==> config.mk <==
export PLATFORM = sky130hd
export DESIGN_NAME = json_string_escaper_unit_flat
export DESIGN_NICKNAME = d
export VERILOG_FILES = /design/src/rtl/core/jse_pkg.sv /design/src/rtl/core/jse_stream_if.sv /design/src/rtl/core/json_string_escaper_unit.sv /design/src/rtl/core/jse_front.sv /design/src/rtl/core/jse_queue.sv /design/src/rtl/core/jse_back.sv /design/src/flat_wrapper.sv
export VERILOG_INCLUDE_DIRS = /design/src /design/src/rtl/core
export SDC_FILE = /design/constraint.sdc
export NUM_CORES = 1
export LEC_CHECK = 0
export ABC_AREA = 1
export BUFFER_PORTS_ARGS = -buffer_cell sky130_fd_sc_hd__buf_2
export CAP_MARGIN = 5
export CORE_ASPECT_RATIO = 0.6
export CORE_MARGIN = 2
export CORE_UTILIZATION = 30
export CTS_BUF_LIST = sky130_fd_sc_hd__clkbuf_4
export DETAILED_ROUTE_END_ITERATION = 10
export PLACE_DENSITY_LB_ADDON = 0.05
export REMOVE_ABC_BUFFERS = 1
export SYNTH_ARGS = -nofsm -noshare
export SYNTH_HDL_FRONTEND = slang
export SYNTH_SLANG_ARGS = --single-unit
==> constraint.sdc <==
create_clock -name clk -period 6.7 [get_ports clk]
set_input_delay 1.005 -clock clk [delete_from_list [all_inputs] [get_ports clk]]
set_output_delay 1.005 -clock clk [all_outputs]
set_load 0.005 [all_outputs]
==> src/rtl/core/json_string_escaper_unit_defines.svh <==
// ---------------------------------------------------------------------------
// JSON string escaper assertion macros
// Shared concurrent assertion forms, clocked on clk and held off in reset.
// ---------------------------------------------------------------------------
`ifndef JSON_STRING_ESCAPER_UNIT_DEFINES_SVH
`define JSON_STRING_ESCAPER_UNIT_DEFINES_SVH

// Same-cycle implication
`define JSE_ASSERT_NOW(label, ante, cons, msg) \
	label: assert property (@(posedge clk) disable iff (!arst_n) (ante) |-> (cons)) \
		else $error(msg);

// Next-cycle implication
`define JSE_ASSERT_NEXT(label, ante, cons, msg) \
	label: assert property (@(posedge clk) disable iff (!arst_n) (ante) |=> (cons)) \
		else $error(msg);

`endif

==> src/rtl/core/jse_pkg.sv <==
// ---------------------------------------------------------------------------
// JSON string escaper package
// Payload types, descriptor format, character codes and helper functions.
// ---------------------------------------------------------------------------
`timescale 1ns / 1ps

package jse_pkg;

	localparam int INDEX_BITS_DEF = 16;
	localparam int CFG_W          = 16;
	localparam int POS_W          = 16;
	localparam int APB_AW         = 3;
	localparam int APB_DW         = 32;
	localparam int QUEUE_DEPTH    = 4;
	localparam int QUEUE_PTR_W    = $clog2(QUEUE_DEPTH);
	localparam int SEQ_W          = 3;
	localparam int ESC_MAX        = 6;

	// Register index, taken from paddr[2]
	localparam logic REG_CAPACITY = 1'b0;
	localparam logic REG_START    = 1'b1;

	// Character codes
	localparam logic [7:0] CH_QUOTE  = 8'h22;
	localparam logic [7:0] CH_BSLASH = 8'h5C;
	localparam logic [7:0] CH_BS     = 8'h08;
	localparam logic [7:0] CH_FF     = 8'h0C;
	localparam logic [7:0] CH_LF     = 8'h0A;
	localparam logic [7:0] CH_CR     = 8'h0D;
	localparam logic [7:0] CH_TAB    = 8'h09;
	localparam logic [7:0] CH_SPACE  = 8'h20;
	localparam logic [7:0] CH_ZERO   = 8'h30;
	localparam logic [7:0] CH_LOW_A  = 8'h61;
	localparam logic [7:0] CH_LOW_B  = 8'h62;
	localparam logic [7:0] CH_LOW_F  = 8'h66;
	localparam logic [7:0] CH_LOW_N  = 8'h6E;
	localparam logic [7:0] CH_LOW_R  = 8'h72;
	localparam logic [7:0] CH_LOW_T  = 8'h74;
	localparam logic [7:0] CH_LOW_U  = 8'h75;

	typedef enum logic [1:0] {
		ST_BYTE     = 2'd0,
		ST_DONE     = 2'd1,
		ST_OVERFLOW = 2'd2
	} status_t;

	// What the back end must emit for one queued entry
	typedef enum logic [2:0] {
		K_PLAIN    = 3'd0,
		K_SHORT    = 3'd1,
		K_UNICODE  = 3'd2,
		K_DONE     = 3'd3,
		K_OVERFLOW = 3'd4
	} kind_t;

	typedef struct packed {
		logic [7:0] char_byte;
		logic       terminator;
	} char_item_t;

	typedef struct packed {
		logic [7:0]       out_byte;
		logic             byte_valid;
		logic             run_last;
		status_t          status;
		logic [POS_W-1:0] position;
	} result_item_t;

	typedef struct packed {
		kind_t            kind;
		logic [7:0]       data;
		logic [POS_W-1:0] pos;
	} desc_t;

	// Number of transactions an entry expands to
	function automatic logic [SEQ_W-1:0] seq_len(kind_t kind);
		logic [SEQ_W-1:0] n;
		unique case (kind)
			K_SHORT:   n = SEQ_W'(2);
			K_UNICODE: n = SEQ_W'(ESC_MAX);
			default:   n = SEQ_W'(1);
		endcase
		return n;
	endfunction

	// Lower-case hex digit of a nibble
	function automatic logic [7:0] hex_digit(logic [3:0] v);
		logic [7:0] d;
		if (v < 4'd10) begin
			d = CH_ZERO + {4'h0, v};
		end else begin
			d = CH_LOW_A + {4'h0, v} - 8'd10;
		end
		return d;
	endfunction

endpackage

==> src/rtl/core/jse_stream_if.sv <==
// ---------------------------------------------------------------------------
// JSON string escaper stream interface
// Valid/ready channel carrying one payload per transaction.
// ---------------------------------------------------------------------------
`timescale 1ns / 1ps

interface jse_stream_if #(
	parameter type payload_t = logic
);
	logic     valid;
	logic     ready;
	payload_t payload;

	modport source (output valid, output payload, input ready);
	modport sink   (input valid, input payload, output ready);
endinterface

==> src/rtl/core/json_string_escaper_unit.sv <==
// ---------------------------------------------------------------------------
// JSON string escaper unit
// Escapes a character stream for a JSON string literal and tags each byte
// with its destination buffer index.
// ---------------------------------------------------------------------------
//  channel   | dir | payload                                        | handshake
//  chars     | in  | char_byte, terminator                          | valid/ready
//  results   | out | out_byte, byte_valid, run_last, status, position | valid/ready
//  apb       | in  | capacity (0x0), start position (0x4)           | psel/penable
//
//  A character is taken every cycle while the four-entry descriptor queue has
//  room; the back end emits one result per cycle while results.ready allows,
//  so a character costs 1, 2 or 6 results and the output channel sets the
//  sustained rate; results pass through the queue and the output register.
//  Reset clears string state, queue and output register; no clearing pass.
//  Output stalls back up into the queue, then into chars.ready.
// ---------------------------------------------------------------------------
`timescale 1ns / 1ps

module json_string_escaper_unit #(
	parameter int INDEX_BITS = jse_pkg::INDEX_BITS_DEF
) (
	input  logic                        clk,
	input  logic                        arst_n,
	jse_stream_if.sink                  chars,
	jse_stream_if.source                results,
	input  logic                        psel,
	input  logic                        penable,
	input  logic                        pwrite,
	input  logic [jse_pkg::APB_AW-1:0]  paddr,
	input  logic [jse_pkg::APB_DW-1:0]  pwdata,
	output logic [jse_pkg::APB_DW-1:0]  prdata,
	output logic                        pready
);
	import jse_pkg::*;

	logic [CFG_W-1:0] capacity_q;
	logic [CFG_W-1:0] start_q;
	logic             cfg_wr;

	logic             push;
	desc_t            push_desc;
	logic             pop;
	desc_t            head;
	logic             queue_full;
	logic             queue_empty;

	// Configuration registers
	assign pready = 1'b1;
	assign cfg_wr = psel && penable && pwrite && pready;

	always_ff @(posedge clk or negedge arst_n) begin
		if (!arst_n) begin
			capacity_q <= '0;
			start_q    <= '0;
		end else if (cfg_wr) begin
			unique case (paddr[2])
				REG_CAPACITY: capacity_q <= pwdata[CFG_W-1:0];
				REG_START:    start_q    <= pwdata[CFG_W-1:0];
				default:      ;
			endcase
		end
	end

	always_comb begin
		unique case (paddr[2])
			REG_CAPACITY: prdata = APB_DW'(capacity_q);
			REG_START:    prdata = APB_DW'(start_q);
			default:      prdata = '0;
		endcase
	end

	// Classify and track string state
	jse_front #(
		.INDEX_BITS (INDEX_BITS)
	) u_front (
		.clk        (clk),
		.arst_n     (arst_n),
		.in_valid   (chars.valid),
		.in_item    (chars.payload),
		.in_ready   (chars.ready),
		.capacity   (capacity_q),
		.start_pos  (start_q),
		.queue_full (queue_full),
		.push       (push),
		.push_desc  (push_desc)
	);

	// Decouple front and back
	jse_queue u_queue (
		.clk    (clk),
		.arst_n (arst_n),
		.wr     (push),
		.wdata  (push_desc),
		.rd     (pop),
		.rdata  (head),
		.full   (queue_full),
		.empty  (queue_empty)
	);

	// Expand descriptors into bytes
	jse_back u_back (
		.clk       (clk),
		.arst_n    (arst_n),
		.head      (head),
		.empty     (queue_empty),
		.pop       (pop),
		.out_valid (results.valid),
		.out_item  (results.payload),
		.out_ready (results.ready)
	);

endmodule

==> src/rtl/core/jse_front.sv <==
// ---------------------------------------------------------------------------
// JSON string escaper front end
// Accepts characters, tracks string state and pushes one descriptor per
// character or terminator that produces output.
// ---------------------------------------------------------------------------
`timescale 1ns / 1ps

module jse_front #(
	parameter int INDEX_BITS = jse_pkg::INDEX_BITS_DEF
) (
	input  logic                       clk,
	input  logic                       arst_n,
	input  logic                       in_valid,
	input  jse_pkg::char_item_t        in_item,
	output logic                       in_ready,
	input  logic [jse_pkg::CFG_W-1:0]  capacity,
	input  logic [jse_pkg::CFG_W-1:0]  start_pos,
	input  logic                       queue_full,
	output logic                       push,
	output jse_pkg::desc_t             push_desc
);
	import jse_pkg::*;

	localparam int CMP_W = ((INDEX_BITS > CFG_W) ? INDEX_BITS : CFG_W) + 1;

	logic [INDEX_BITS-1:0] wp_q;
	logic                  in_string_q;
	logic                  ovf_q;

	logic                  accept;
	logic [INDEX_BITS-1:0] start_idx;
	logic [INDEX_BITS-1:0] eff_wp;
	logic                  eff_ovf;
	logic                  no_room;
	kind_t                 ch_kind;
	logic [7:0]            ch_data;

	assign in_ready  = !queue_full;
	assign accept    = in_valid && in_ready;
	assign start_idx = INDEX_BITS'(start_pos);
	assign eff_wp    = in_string_q ? wp_q : start_idx;
	assign eff_ovf   = in_string_q && ovf_q;
	assign no_room   = (CMP_W'(eff_wp) + CMP_W'(ESC_MAX)) >= CMP_W'(capacity);

	// Classify the character
	always_comb begin
		ch_data = in_item.char_byte;
		unique case (in_item.char_byte)
			CH_QUOTE, CH_BSLASH: ch_kind = K_SHORT;
			CH_BS: begin
				ch_kind = K_SHORT;
				ch_data = CH_LOW_B;
			end
			CH_FF: begin
				ch_kind = K_SHORT;
				ch_data = CH_LOW_F;
			end
			CH_LF: begin
				ch_kind = K_SHORT;
				ch_data = CH_LOW_N;
			end
			CH_CR: begin
				ch_kind = K_SHORT;
				ch_data = CH_LOW_R;
			end
			CH_TAB: begin
				ch_kind = K_SHORT;
				ch_data = CH_LOW_T;
			end
			default: begin
				ch_kind = (in_item.char_byte < CH_SPACE) ? K_UNICODE : K_PLAIN;
			end
		endcase
	end

	// Build the descriptor; dropped characters push nothing
	always_comb begin
		push_desc.pos  = POS_W'(eff_wp);
		push_desc.data = ch_data;
		if (in_item.terminator) begin
			push_desc.kind = eff_ovf ? K_OVERFLOW : K_DONE;
			push_desc.data = 8'h00;
		end else if (no_room) begin
			push_desc.kind = K_OVERFLOW;
			push_desc.data = 8'h00;
		end else begin
			push_desc.kind = ch_kind;
		end
	end

	assign push = accept && (in_item.terminator || !eff_ovf);

	// Advance string state
	always_ff @(posedge clk or negedge arst_n) begin
		if (!arst_n) begin
			wp_q        <= '0;
			in_string_q <= 1'b0;
			ovf_q       <= 1'b0;
		end else if (accept) begin
			if (in_item.terminator) begin
				wp_q        <= eff_wp;
				in_string_q <= 1'b0;
				ovf_q       <= 1'b0;
			end else begin
				in_string_q <= 1'b1;
				if (eff_ovf) begin
					wp_q  <= eff_wp;
					ovf_q <= 1'b1;
				end else if (no_room) begin
					wp_q  <= start_idx;
					ovf_q <= 1'b1;
				end else begin
					wp_q  <= eff_wp + INDEX_BITS'(seq_len(ch_kind));
					ovf_q <= 1'b0;
				end
			end
		end
	end

endmodule

==> src/rtl/core/jse_queue.sv <==
// ---------------------------------------------------------------------------
// JSON string escaper descriptor queue
// Small flip-flop FIFO decoupling the front end from the back end.
// ---------------------------------------------------------------------------
`timescale 1ns / 1ps
`include "json_string_escaper_unit_defines.svh"

module jse_queue (
	input  logic           clk,
	input  logic           arst_n,
	input  logic           wr,
	input  jse_pkg::desc_t wdata,
	input  logic           rd,
	output jse_pkg::desc_t rdata,
	output logic           full,
	output logic           empty
);
	import jse_pkg::*;

	desc_t                  slots_q [QUEUE_DEPTH];
	logic [QUEUE_PTR_W-1:0] wr_ptr_q;
	logic [QUEUE_PTR_W-1:0] rd_ptr_q;
	logic [QUEUE_PTR_W:0]   count_q;

	assign full  = (count_q == (QUEUE_PTR_W + 1)'(QUEUE_DEPTH));
	assign empty = (count_q == '0);
	assign rdata = slots_q[rd_ptr_q];

	// Store entries
	always_ff @(posedge clk) begin
		if (wr) begin
			slots_q[wr_ptr_q] <= wdata;
		end
	end

	// Advance pointers and fill count
	always_ff @(posedge clk or negedge arst_n) begin
		if (!arst_n) begin
			wr_ptr_q <= '0;
			rd_ptr_q <= '0;
			count_q  <= '0;
		end else begin
			if (wr) begin
				wr_ptr_q <= wr_ptr_q + 1'b1;
			end
			if (rd) begin
				rd_ptr_q <= rd_ptr_q + 1'b1;
			end
			if (wr && !rd) begin
				count_q <= count_q + 1'b1;
			end else if (rd && !wr) begin
				count_q <= count_q - 1'b1;
			end
		end
	end

	`JSE_ASSERT_NOW(a_no_push_full, wr, !full, "descriptor pushed into full queue")
	`JSE_ASSERT_NOW(a_no_pop_empty, rd, !empty, "descriptor popped from empty queue")
	`JSE_ASSERT_NOW(a_count_range, 1'b1, count_q <= (QUEUE_PTR_W + 1)'(QUEUE_DEPTH), "queue count out of range")

endmodule

==> src/rtl/core/jse_back.sv <==
// ---------------------------------------------------------------------------
// JSON string escaper back end
// Expands queued descriptors into escaped bytes, one per cycle unless the
// output stalls, through an output register.
// ---------------------------------------------------------------------------
`timescale 1ns / 1ps
`include "json_string_escaper_unit_defines.svh"

module jse_back (
	input  logic                  clk,
	input  logic                  arst_n,
	input  jse_pkg::desc_t        head,
	input  logic                  empty,
	output logic                  pop,
	output logic                  out_valid,
	output jse_pkg::result_item_t out_item,
	input  logic                  out_ready
);
	import jse_pkg::*;

	logic [SEQ_W-1:0] idx_q;
	logic             out_valid_q;
	result_item_t     out_item_q;

	logic             load_ok;
	logic             fire;
	logic [SEQ_W-1:0] len;
	logic             last;
	result_item_t     next_item;

	assign load_ok = !out_valid_q || out_ready;
	assign fire    = load_ok && !empty;
	assign len     = seq_len(head.kind);
	assign last    = (idx_q == (len - 1'b1));
	assign pop     = fire && last;

	// Form the byte at the current step of the entry
	always_comb begin
		next_item.run_last   = last;
		next_item.position   = head.pos + POS_W'(idx_q);
		next_item.byte_valid = 1'b1;
		next_item.status     = ST_BYTE;
		next_item.out_byte   = 8'h00;
		case (head.kind)
			K_PLAIN: next_item.out_byte = head.data;
			K_SHORT: next_item.out_byte = (idx_q == '0) ? CH_BSLASH : head.data;
			K_UNICODE: begin
				case (idx_q)
					SEQ_W'(0): next_item.out_byte = CH_BSLASH;
					SEQ_W'(1): next_item.out_byte = CH_LOW_U;
					SEQ_W'(4): next_item.out_byte = hex_digit(head.data[7:4]);
					SEQ_W'(5): next_item.out_byte = hex_digit(head.data[3:0]);
					default:   next_item.out_byte = CH_ZERO;
				endcase
			end
			K_DONE: begin
				next_item.byte_valid = 1'b0;
				next_item.status     = ST_DONE;
			end
			default: begin
				next_item.byte_valid = 1'b0;
				next_item.status     = ST_OVERFLOW;
			end
		endcase
	end

	// Step through the entry and hold the output register
	always_ff @(posedge clk or negedge arst_n) begin
		if (!arst_n) begin
			idx_q       <= '0;
			out_valid_q <= 1'b0;
		end else if (fire) begin
			out_valid_q <= 1'b1;
			idx_q       <= last ? '0 : idx_q + 1'b1;
		end else if (out_ready) begin
			out_valid_q <= 1'b0;
		end
	end

	always_ff @(posedge clk) begin
		if (fire) begin
			out_item_q <= next_item;
		end
	end

	assign out_valid = out_valid_q;
	assign out_item  = out_item_q;

	`JSE_ASSERT_NOW(a_idx_in_entry, !empty, idx_q < len, "step index beyond entry length")
	`JSE_ASSERT_NOW(a_idx_needs_entry, idx_q != '0, !empty, "step index set with no entry")
	`JSE_ASSERT_NEXT(a_fire_loads, fire, out_valid_q, "output register not loaded")

endmodule

==> src/flat_wrapper.sv <==
// flat-port wrapper written by rule: the top's interface ports become plain ports
module json_string_escaper_unit_flat import jse_pkg::*;
#(
	parameter int INDEX_BITS = jse_pkg::INDEX_BITS_DEF
)
  (clk, arst_n, psel, penable, pwrite, paddr, pwdata, prdata, pready, chars_valid, chars_payload, chars_ready, results_valid, results_payload, results_ready);
  jse_stream_if #(.payload_t(char_item_t)) chars_i ();
  jse_stream_if #(.payload_t(result_item_t)) results_i ();
  input  logic clk;
  input  logic arst_n;
  input  logic psel;
  input  logic penable;
  input  logic pwrite;
  input  logic [jse_pkg::APB_AW-1:0] paddr;
  input  logic [jse_pkg::APB_DW-1:0] pwdata;
  output logic [jse_pkg::APB_DW-1:0] prdata;
  output logic pready;
  input wire logic [$bits(chars_i.valid)-1:0] chars_valid;
  input wire logic [$bits(chars_i.payload)-1:0] chars_payload;
  output wire logic [$bits(chars_i.ready)-1:0] chars_ready;
  output wire logic [$bits(results_i.valid)-1:0] results_valid;
  output wire logic [$bits(results_i.payload)-1:0] results_payload;
  input wire logic [$bits(results_i.ready)-1:0] results_ready;
  assign chars_i.valid = chars_valid;
  assign chars_i.payload = chars_payload;
  assign chars_ready = chars_i.ready;
  assign results_valid = results_i.valid;
  assign results_payload = results_i.payload;
  assign results_i.ready = results_ready;
  json_string_escaper_unit #(.INDEX_BITS(INDEX_BITS)) u_core (.clk(clk), .arst_n(arst_n), .chars(chars_i), .results(results_i), .psel(psel), .penable(penable), .pwrite(pwrite), .paddr(paddr), .pwdata(pwdata), .prdata(prdata), .pready(pready));
endmodule
## After elaboration in Yosys (flattened, before gate mapping)

Memory sizes are Yosys's and may differ from the RTL's.
Cells that the tools add are included.

| operators by class | value |
|---|---|
| add/sub/neg operators | 15 |
| order comparisons | 4 |
| equal/unequal tests | 17 |
| mux-type cells | 36 |
| bitwise operators | 1 |
| reduce and logical (&&, ||, !) cells | 26 |

Operator list:

| kind | count |
|---|---|
| 16-bit two-way mux | 4 |
| 32-bit one-hot mux with 2 select lines | 1 |
| 8-bit by 4-bit == test with 1-bit output, second input constant | 5 |
| 8-bit one-hot mux with 5 select lines | 1 |
| 16-bit by 3-bit adder with 16-bit output | 2 |
| 8-bit two-way mux | 4 |
| 8-bit one-hot mux with 4 select lines | 1 |
| 3-bit two-way mux | 9 |
| 8-bit one-hot mux with 3 select lines | 1 |
| 16-bit by 3-bit adder with 17-bit output, second input constant | 1 |
| 17-bit by 16-bit >= comparator with 1-bit output | 1 |
| 7-bit by 4-bit adder with 8-bit output, first input constant | 2 |
| 8-bit by 4-bit subtractor with 8-bit output, second input constant | 2 |
| 6-bit by 4-bit adder with 7-bit output, first input constant | 2 |
| 3-bit one-hot mux with 2 select lines | 2 |
| 11-bit two-way mux | 1 |
| 3-bit by 1-bit == test with 1-bit output, second input constant | 3 |
| 3-bit by 2-bit == test with 1-bit output, second input constant | 3 |
| 3-bit == test, second input constant | 3 |
| 1-bit logical AND | 9 |
| 3-bit logical NOT | 3 |
| 1-bit two-way mux | 9 |
| 8-bit by 6-bit == test with 1-bit output, second input constant | 1 |
| 8-bit by 7-bit == test with 1-bit output, second input constant | 1 |
| 15 further kinds | 28 |

| word-level totals | value |
|---|---|
| register bits after elaboration | 89 |
| memory bits (writable) | 108 |
| input bits | 51 |
| output and inout bits | 63 |
| word-level logic and storage cells | 115 |
| memories kept | 1 |

Memory list:

| name | depth | bits a word | read ports | clocked after memory_dff | write ports | line | RTL |
|---|---|---|---|---|---|---|---|
| u_core.u_queue.slots_q | 4 | 27 | 1 | 0 | 1 | jse_queue.sv:20 | `desc_t slots_q [QUEUE_DEPTH];` |

## Depth between registers and ports, before layout

| depth | value |
|---|---|
| word-level depth | 13 |
| gate-level depth with buffers | 27 |

## Hierarchy

A second synthesis with hierarchy kept.

| unflattened totals | value |
|---|---|
| cells, all modules | 1,243 |
| area, all modules | 11,089.4 um^2 |

By module, submodules not included:

| module | times used | cells an instance | area an instance (um^2) | sequential area each (um^2) |
|---|---|---|---|---|
| jse_queue | 1 | 362 | 4,735.8 | 3,418.3 |
| jse_front | 1 | 433 | 2,752.6 | 450.4 |
| jse_back | 1 | 235 | 1,973.1 | 940.9 |
| json_string_escaper_unit | 1 | 213 | 1,627.8 | 800.8 |

## Least setup slack after synthesis

OpenSTA, ideal clock, no wires.

| path | value |
|---|---|
| path type | input -> register |
| from | input port results_ready |
| to | register u_core.u_queue.count_q[1] |
| data arrival time | 3,878 ps |
| data required time | 6,577 ps |
| setup slack | 2,699 ps |
| cell stages on the path | 8 |
| path buffers | 0 |
| cell sequence | nor2_1 > a31oi_1 > nand2_2 > ha_1 > inv_1 > fa_1 > nor2_1 > a21oi_1 |

| on the way | value |
|---|---|
| longest elaborated chain between the ends | 6 |
| elaborated cells on any way between the ends | 8 |
| those cells by class | mux: 1; reduce/logical: 7 |

RTL lines:

| what | line | RTL |
|---|---|---|
| start: declaration | flat_wrapper.sv:23 | `input wire logic [$bits(results_i.ready)-1:0] results_ready;` |
| 1-bit logical OR (*) | jse_back.sv:31 | `assign load_ok = !out_valid_q \|\| out_ready;` |
| 1-bit logical AND (*) | jse_back.sv:32 | `assign fire = load_ok && !empty;` |
| net u_core.u_back.fire | jse_back.sv:26 | `logic fire;` |
| 1-bit logical AND (*) | jse_back.sv:35 | `assign pop = fire && last;` |
| 1-bit logical NOT | jse_queue.sv:49 | `if (wr && !rd) begin` |
| 1-bit logical AND | jse_queue.sv:49 |  |
| 3-bit two-way mux or 2-bit nonzero test (tied branches) | - |  |
| end signal: assignment | jse_queue.sv:50 | `count_q <= count_q + 1'b1;` |
| end signal: assignment | jse_queue.sv:52 | `count_q <= count_q - 1'b1;` |
| end: declaration | jse_queue.sv:23 | `logic [QUEUE_PTR_W:0] count_q;` |

The timed path passes the listed nets; every way through them passes the cells marked *.
A chain may end at the register's enable or synchronous reset.

==> qor.txt <==
R2R setup slack = 1750 ps
Critical Path End Type = register
Worst-Skew Late Latency = 610 ps
Critical Path AT = 5300 ps
synth cell count leaders = nand2_1, inv_1, edfxtp_1
worst r2r path cells = 23
Critical R2R Capture = u_core.u_queue.slots_q[2][18]$_DFFE_PP_
maxcap violations = 0
Worst Path Required = 7040 ps
layout cell share with drive strength beyond 1 = 0.149
Avg Inst Size Synth = 9.32 um2
Die Ht = 149 um
Final period util = 0.739
CTS tree = done
worst clock skew = 18.1 ps
RePlAce Congestion = 0.828
Hold EP = u_core.capacity_q[13]$_DFFE_PN0P_
Max Clock Freq = 0.202 GHz
largest net degree at the start of global routing = 62
TNS Setup = 0 ps
CP max stage delay = 750 ps
first drt pass iteration count = 7
H-tree depth = 4
vias = 7641
first-pass GRT wire length = 44600 um
aggregate routed wire length = 28500 um
width of the die = 246 um
endpoints failing setup = 0
vias per std cell = 4.53
Hold Crit Class = register to register
CP delay by family, top = simple AND/OR/NAND/NOR gates
ranking of synthesized cells by area = edfxtp_1, dfrtp_1, nand2_1
Hold Vio Cnt, Final = 0
Buf+Inv Stages, Crit Path = 4
Crit-path slowest cell = dfrtp_1
Nets = 1294
post-DP HPWL = 20000 um
Hold Path Cell Cnt = 2
RSZ-0062 raised after global routing = false
Area Growth Syn to Fin = 10.3%
Synth Warn # = 0
top cell type's share of synthesized area = 0.387
outcome = finished, final reports clean
predominant post-synthesis flop cell = edfxtp_1
register bit total from synthesis = 197
Worst Setup Start Kind = register
Slew HR = 0.350
Netlist cell types = 53
clock root buffer = clkbuf_4
Synth area leader = edfxtp_1
# DRC = 0
Rows = 53
register area share after synthesis = 0.531
Peak VDD IR = 0.196 mV
cts repair resizes = 0
cells after synthesis = 1134
CTS max path bufs = 2
worst r2r src = u_core.u_front.in_string_q$_DFFE_PN0P_
GR Util All Layers = 0.162
most frequent cell on the critical path = nand2_1
Crit Path Category = register to register
IO Count = 114
initial cell density of the core = 0.303
antenna-violating nets left = 0
grt total ovfl = 0
initial drt markers = 544
Num CTS Buffers = 17
CTS Sinks = 197
Util after Layout = 0.335
Port Buffers = 78
min-delay src = u_core.capacity_q[13]$_DFFE_PN0P_
number of synthesized flops with an enable pin = 136
Pins Over Slew Limit = 0
vias in the first global route = 7316
power density cells = 441 nW/um2
postcts setup bufs = 0
routed length per instance = 16.9 um
Pleak = 5.06 nW
total core area = 34800 um2
Slew @ Worst Pin = 973 ps
CTS Hold Bufs = 0
min Tclk post-route = 4950 ps
clock-pin slew on the worst setup and hold paths = 160 ps
initial antenna violation count = 1
Total Die Area = 36800 um2
CP cell instances = inv_2 -> o21ai_4 -> inv_2 -> a21oi_2 -> nand3_1 -> nor2_1 -> nand3_1 -> xor2_1 -> ha_1 -> nand2_1 -> nor2_1 -> nand2_1 -> nor2_1 -> nor2_1 -> nand3_1 -> nand2_1 -> nand2_1 -> nand2_1 -> buf_4 -> nand2_4 -> inv_4 -> nand2_4 -> a21oi_2
Post-Synthesis Cell Area = 10600 um2
Post-synth ARST share = 0.310
Crit Path Max Fanout = 20
top-count cell post-synth = nand2_1
==> where the power goes <==
| part | switching (W) | total, W | internal, W |
|---|---|---|---|
| clock | 0.000419 | 0.000710 | 0.000291 |
| sequential | 0.000154 | 0.00196 | 0.00181 |
| combinational | 0.00169 | 0.00246 | 0.000769 |
==> tightest hold or removal path, cell delays in order (launching register included) <==
cell and delay, ps:
dfrtp_1 370, nand2_1 60, o21ai_0 60
==> worst max-delay path by stage <==
stage                     slack (ps)  cells after the start                                      end                                   start
after floorplan                 2700                      8    u_core.u_queue.count_q[1]$_DFFE_PN0P_                           results_ready
after global placement          1900                     23  u_core.u_queue.slots_q[0][22]$_DFFE_PP_  u_core.u_front.in_string_q$_DFFE_PN0P_
after detailed placement        1850                     23  u_core.u_queue.slots_q[1][18]$_DFFE_PP_  u_core.u_front.in_string_q$_DFFE_PN0P_
after CTS                       1780                     23  u_core.u_queue.slots_q[0][18]$_DFFE_PP_  u_core.u_front.in_string_q$_DFFE_PN0P_
final                           1750                     23  u_core.u_queue.slots_q[2][18]$_DFFE_PP_  u_core.u_front.in_string_q$_DFFE_PN0P_
after global routing            1350                     23  u_core.u_queue.slots_q[2][18]$_DFFE_PP_  u_core.u_front.in_string_q$_DFFE_PN0P_
==> registers in the layout (all words and copies together), names as in the netlist <==
name and count:
u_core.u_front.in_string_q 1, u_core.u_queue.count_q 3, u_core.u_front.wp_q 16, u_core.start_q 16, u_core.u_back.out_item 28, u_core.u_front.ovf_q 1, u_core.u_back.idx_q 3, u_core.u_queue.rd_ptr_q 2
u_core.capacity_q 16, u_core.u_back.out_valid 1, u_core.u_queue.slots_q 108, u_core.u_queue.wr_ptr_q 2
==> through the flow <==
stage	worst slack (ps)	cell area [um2]	total power (W)	std cells	hold WS (ps)
CTS	1780	11600	0.00522	1686	512
global route	1350	11700	0.00563	1687	496
detailed placement	1850	11400	0.00449	1655	465
floorplan	2700	10200	0.00358	1095	449
finish	1750	11700	0.00513	1687	508
global placement	1900	11400	0.00450	1655	465
==> cells in the final DEF, fill, tap and decap left out, drive strengths merged, types with 7 or more instances in the layout <==
cell,synthesis,routed
inv,146,146
edfxtp,136,136
nand2,280,280
buf,43,93
nor2,85,85
xnor2,7,7
clkbuf,11,18
a21oi,42,42
a221oi,7,7
o21ai,112,112
clkinv,2,10
conb,2,17
nand3,78,78
ha,33,33
nand4,8,8
dfrtp,61,61
xor2,35,35
==> kinds of logic after synthesis <==
family / count (synthesis) / share of synthesized area
compound gates: 188 / 0.107
xor+xnor: 42 / 0.0348
fa+ha+maj: 36 / 0.0448
buf+inv: 202 / 0.0891
flops: 197 / 0.531
other cells: 2 / 0.000711
simple gates: 467 / 0.192
==> area by class of cell <==
type | count | area (um2)
inverters | 148 | 558
clock buffers | 18 | 135
multi-input cells | 750 | 4090
fillers | 3626 | 23200
diodes | 1 | 2.50
well taps | 467 | 584
repair buffers | 93 | 503
clock inverters | 13 | 164
flip-flops and latches | 197 | 5610
==> routing by layer <==
layer / vias up / routed length [um] / GRT usage
li1: 3881 / - / -
met2: 98 / 11200 / 0.218
met1: 3656 / 16000 / 0.261
met5: - / 0 / 0
met4: 0 / 111 / 0.0208
met3: 6 / 1230 / 0.0414
No activity file was read; power rests on OpenSTA's default activity.
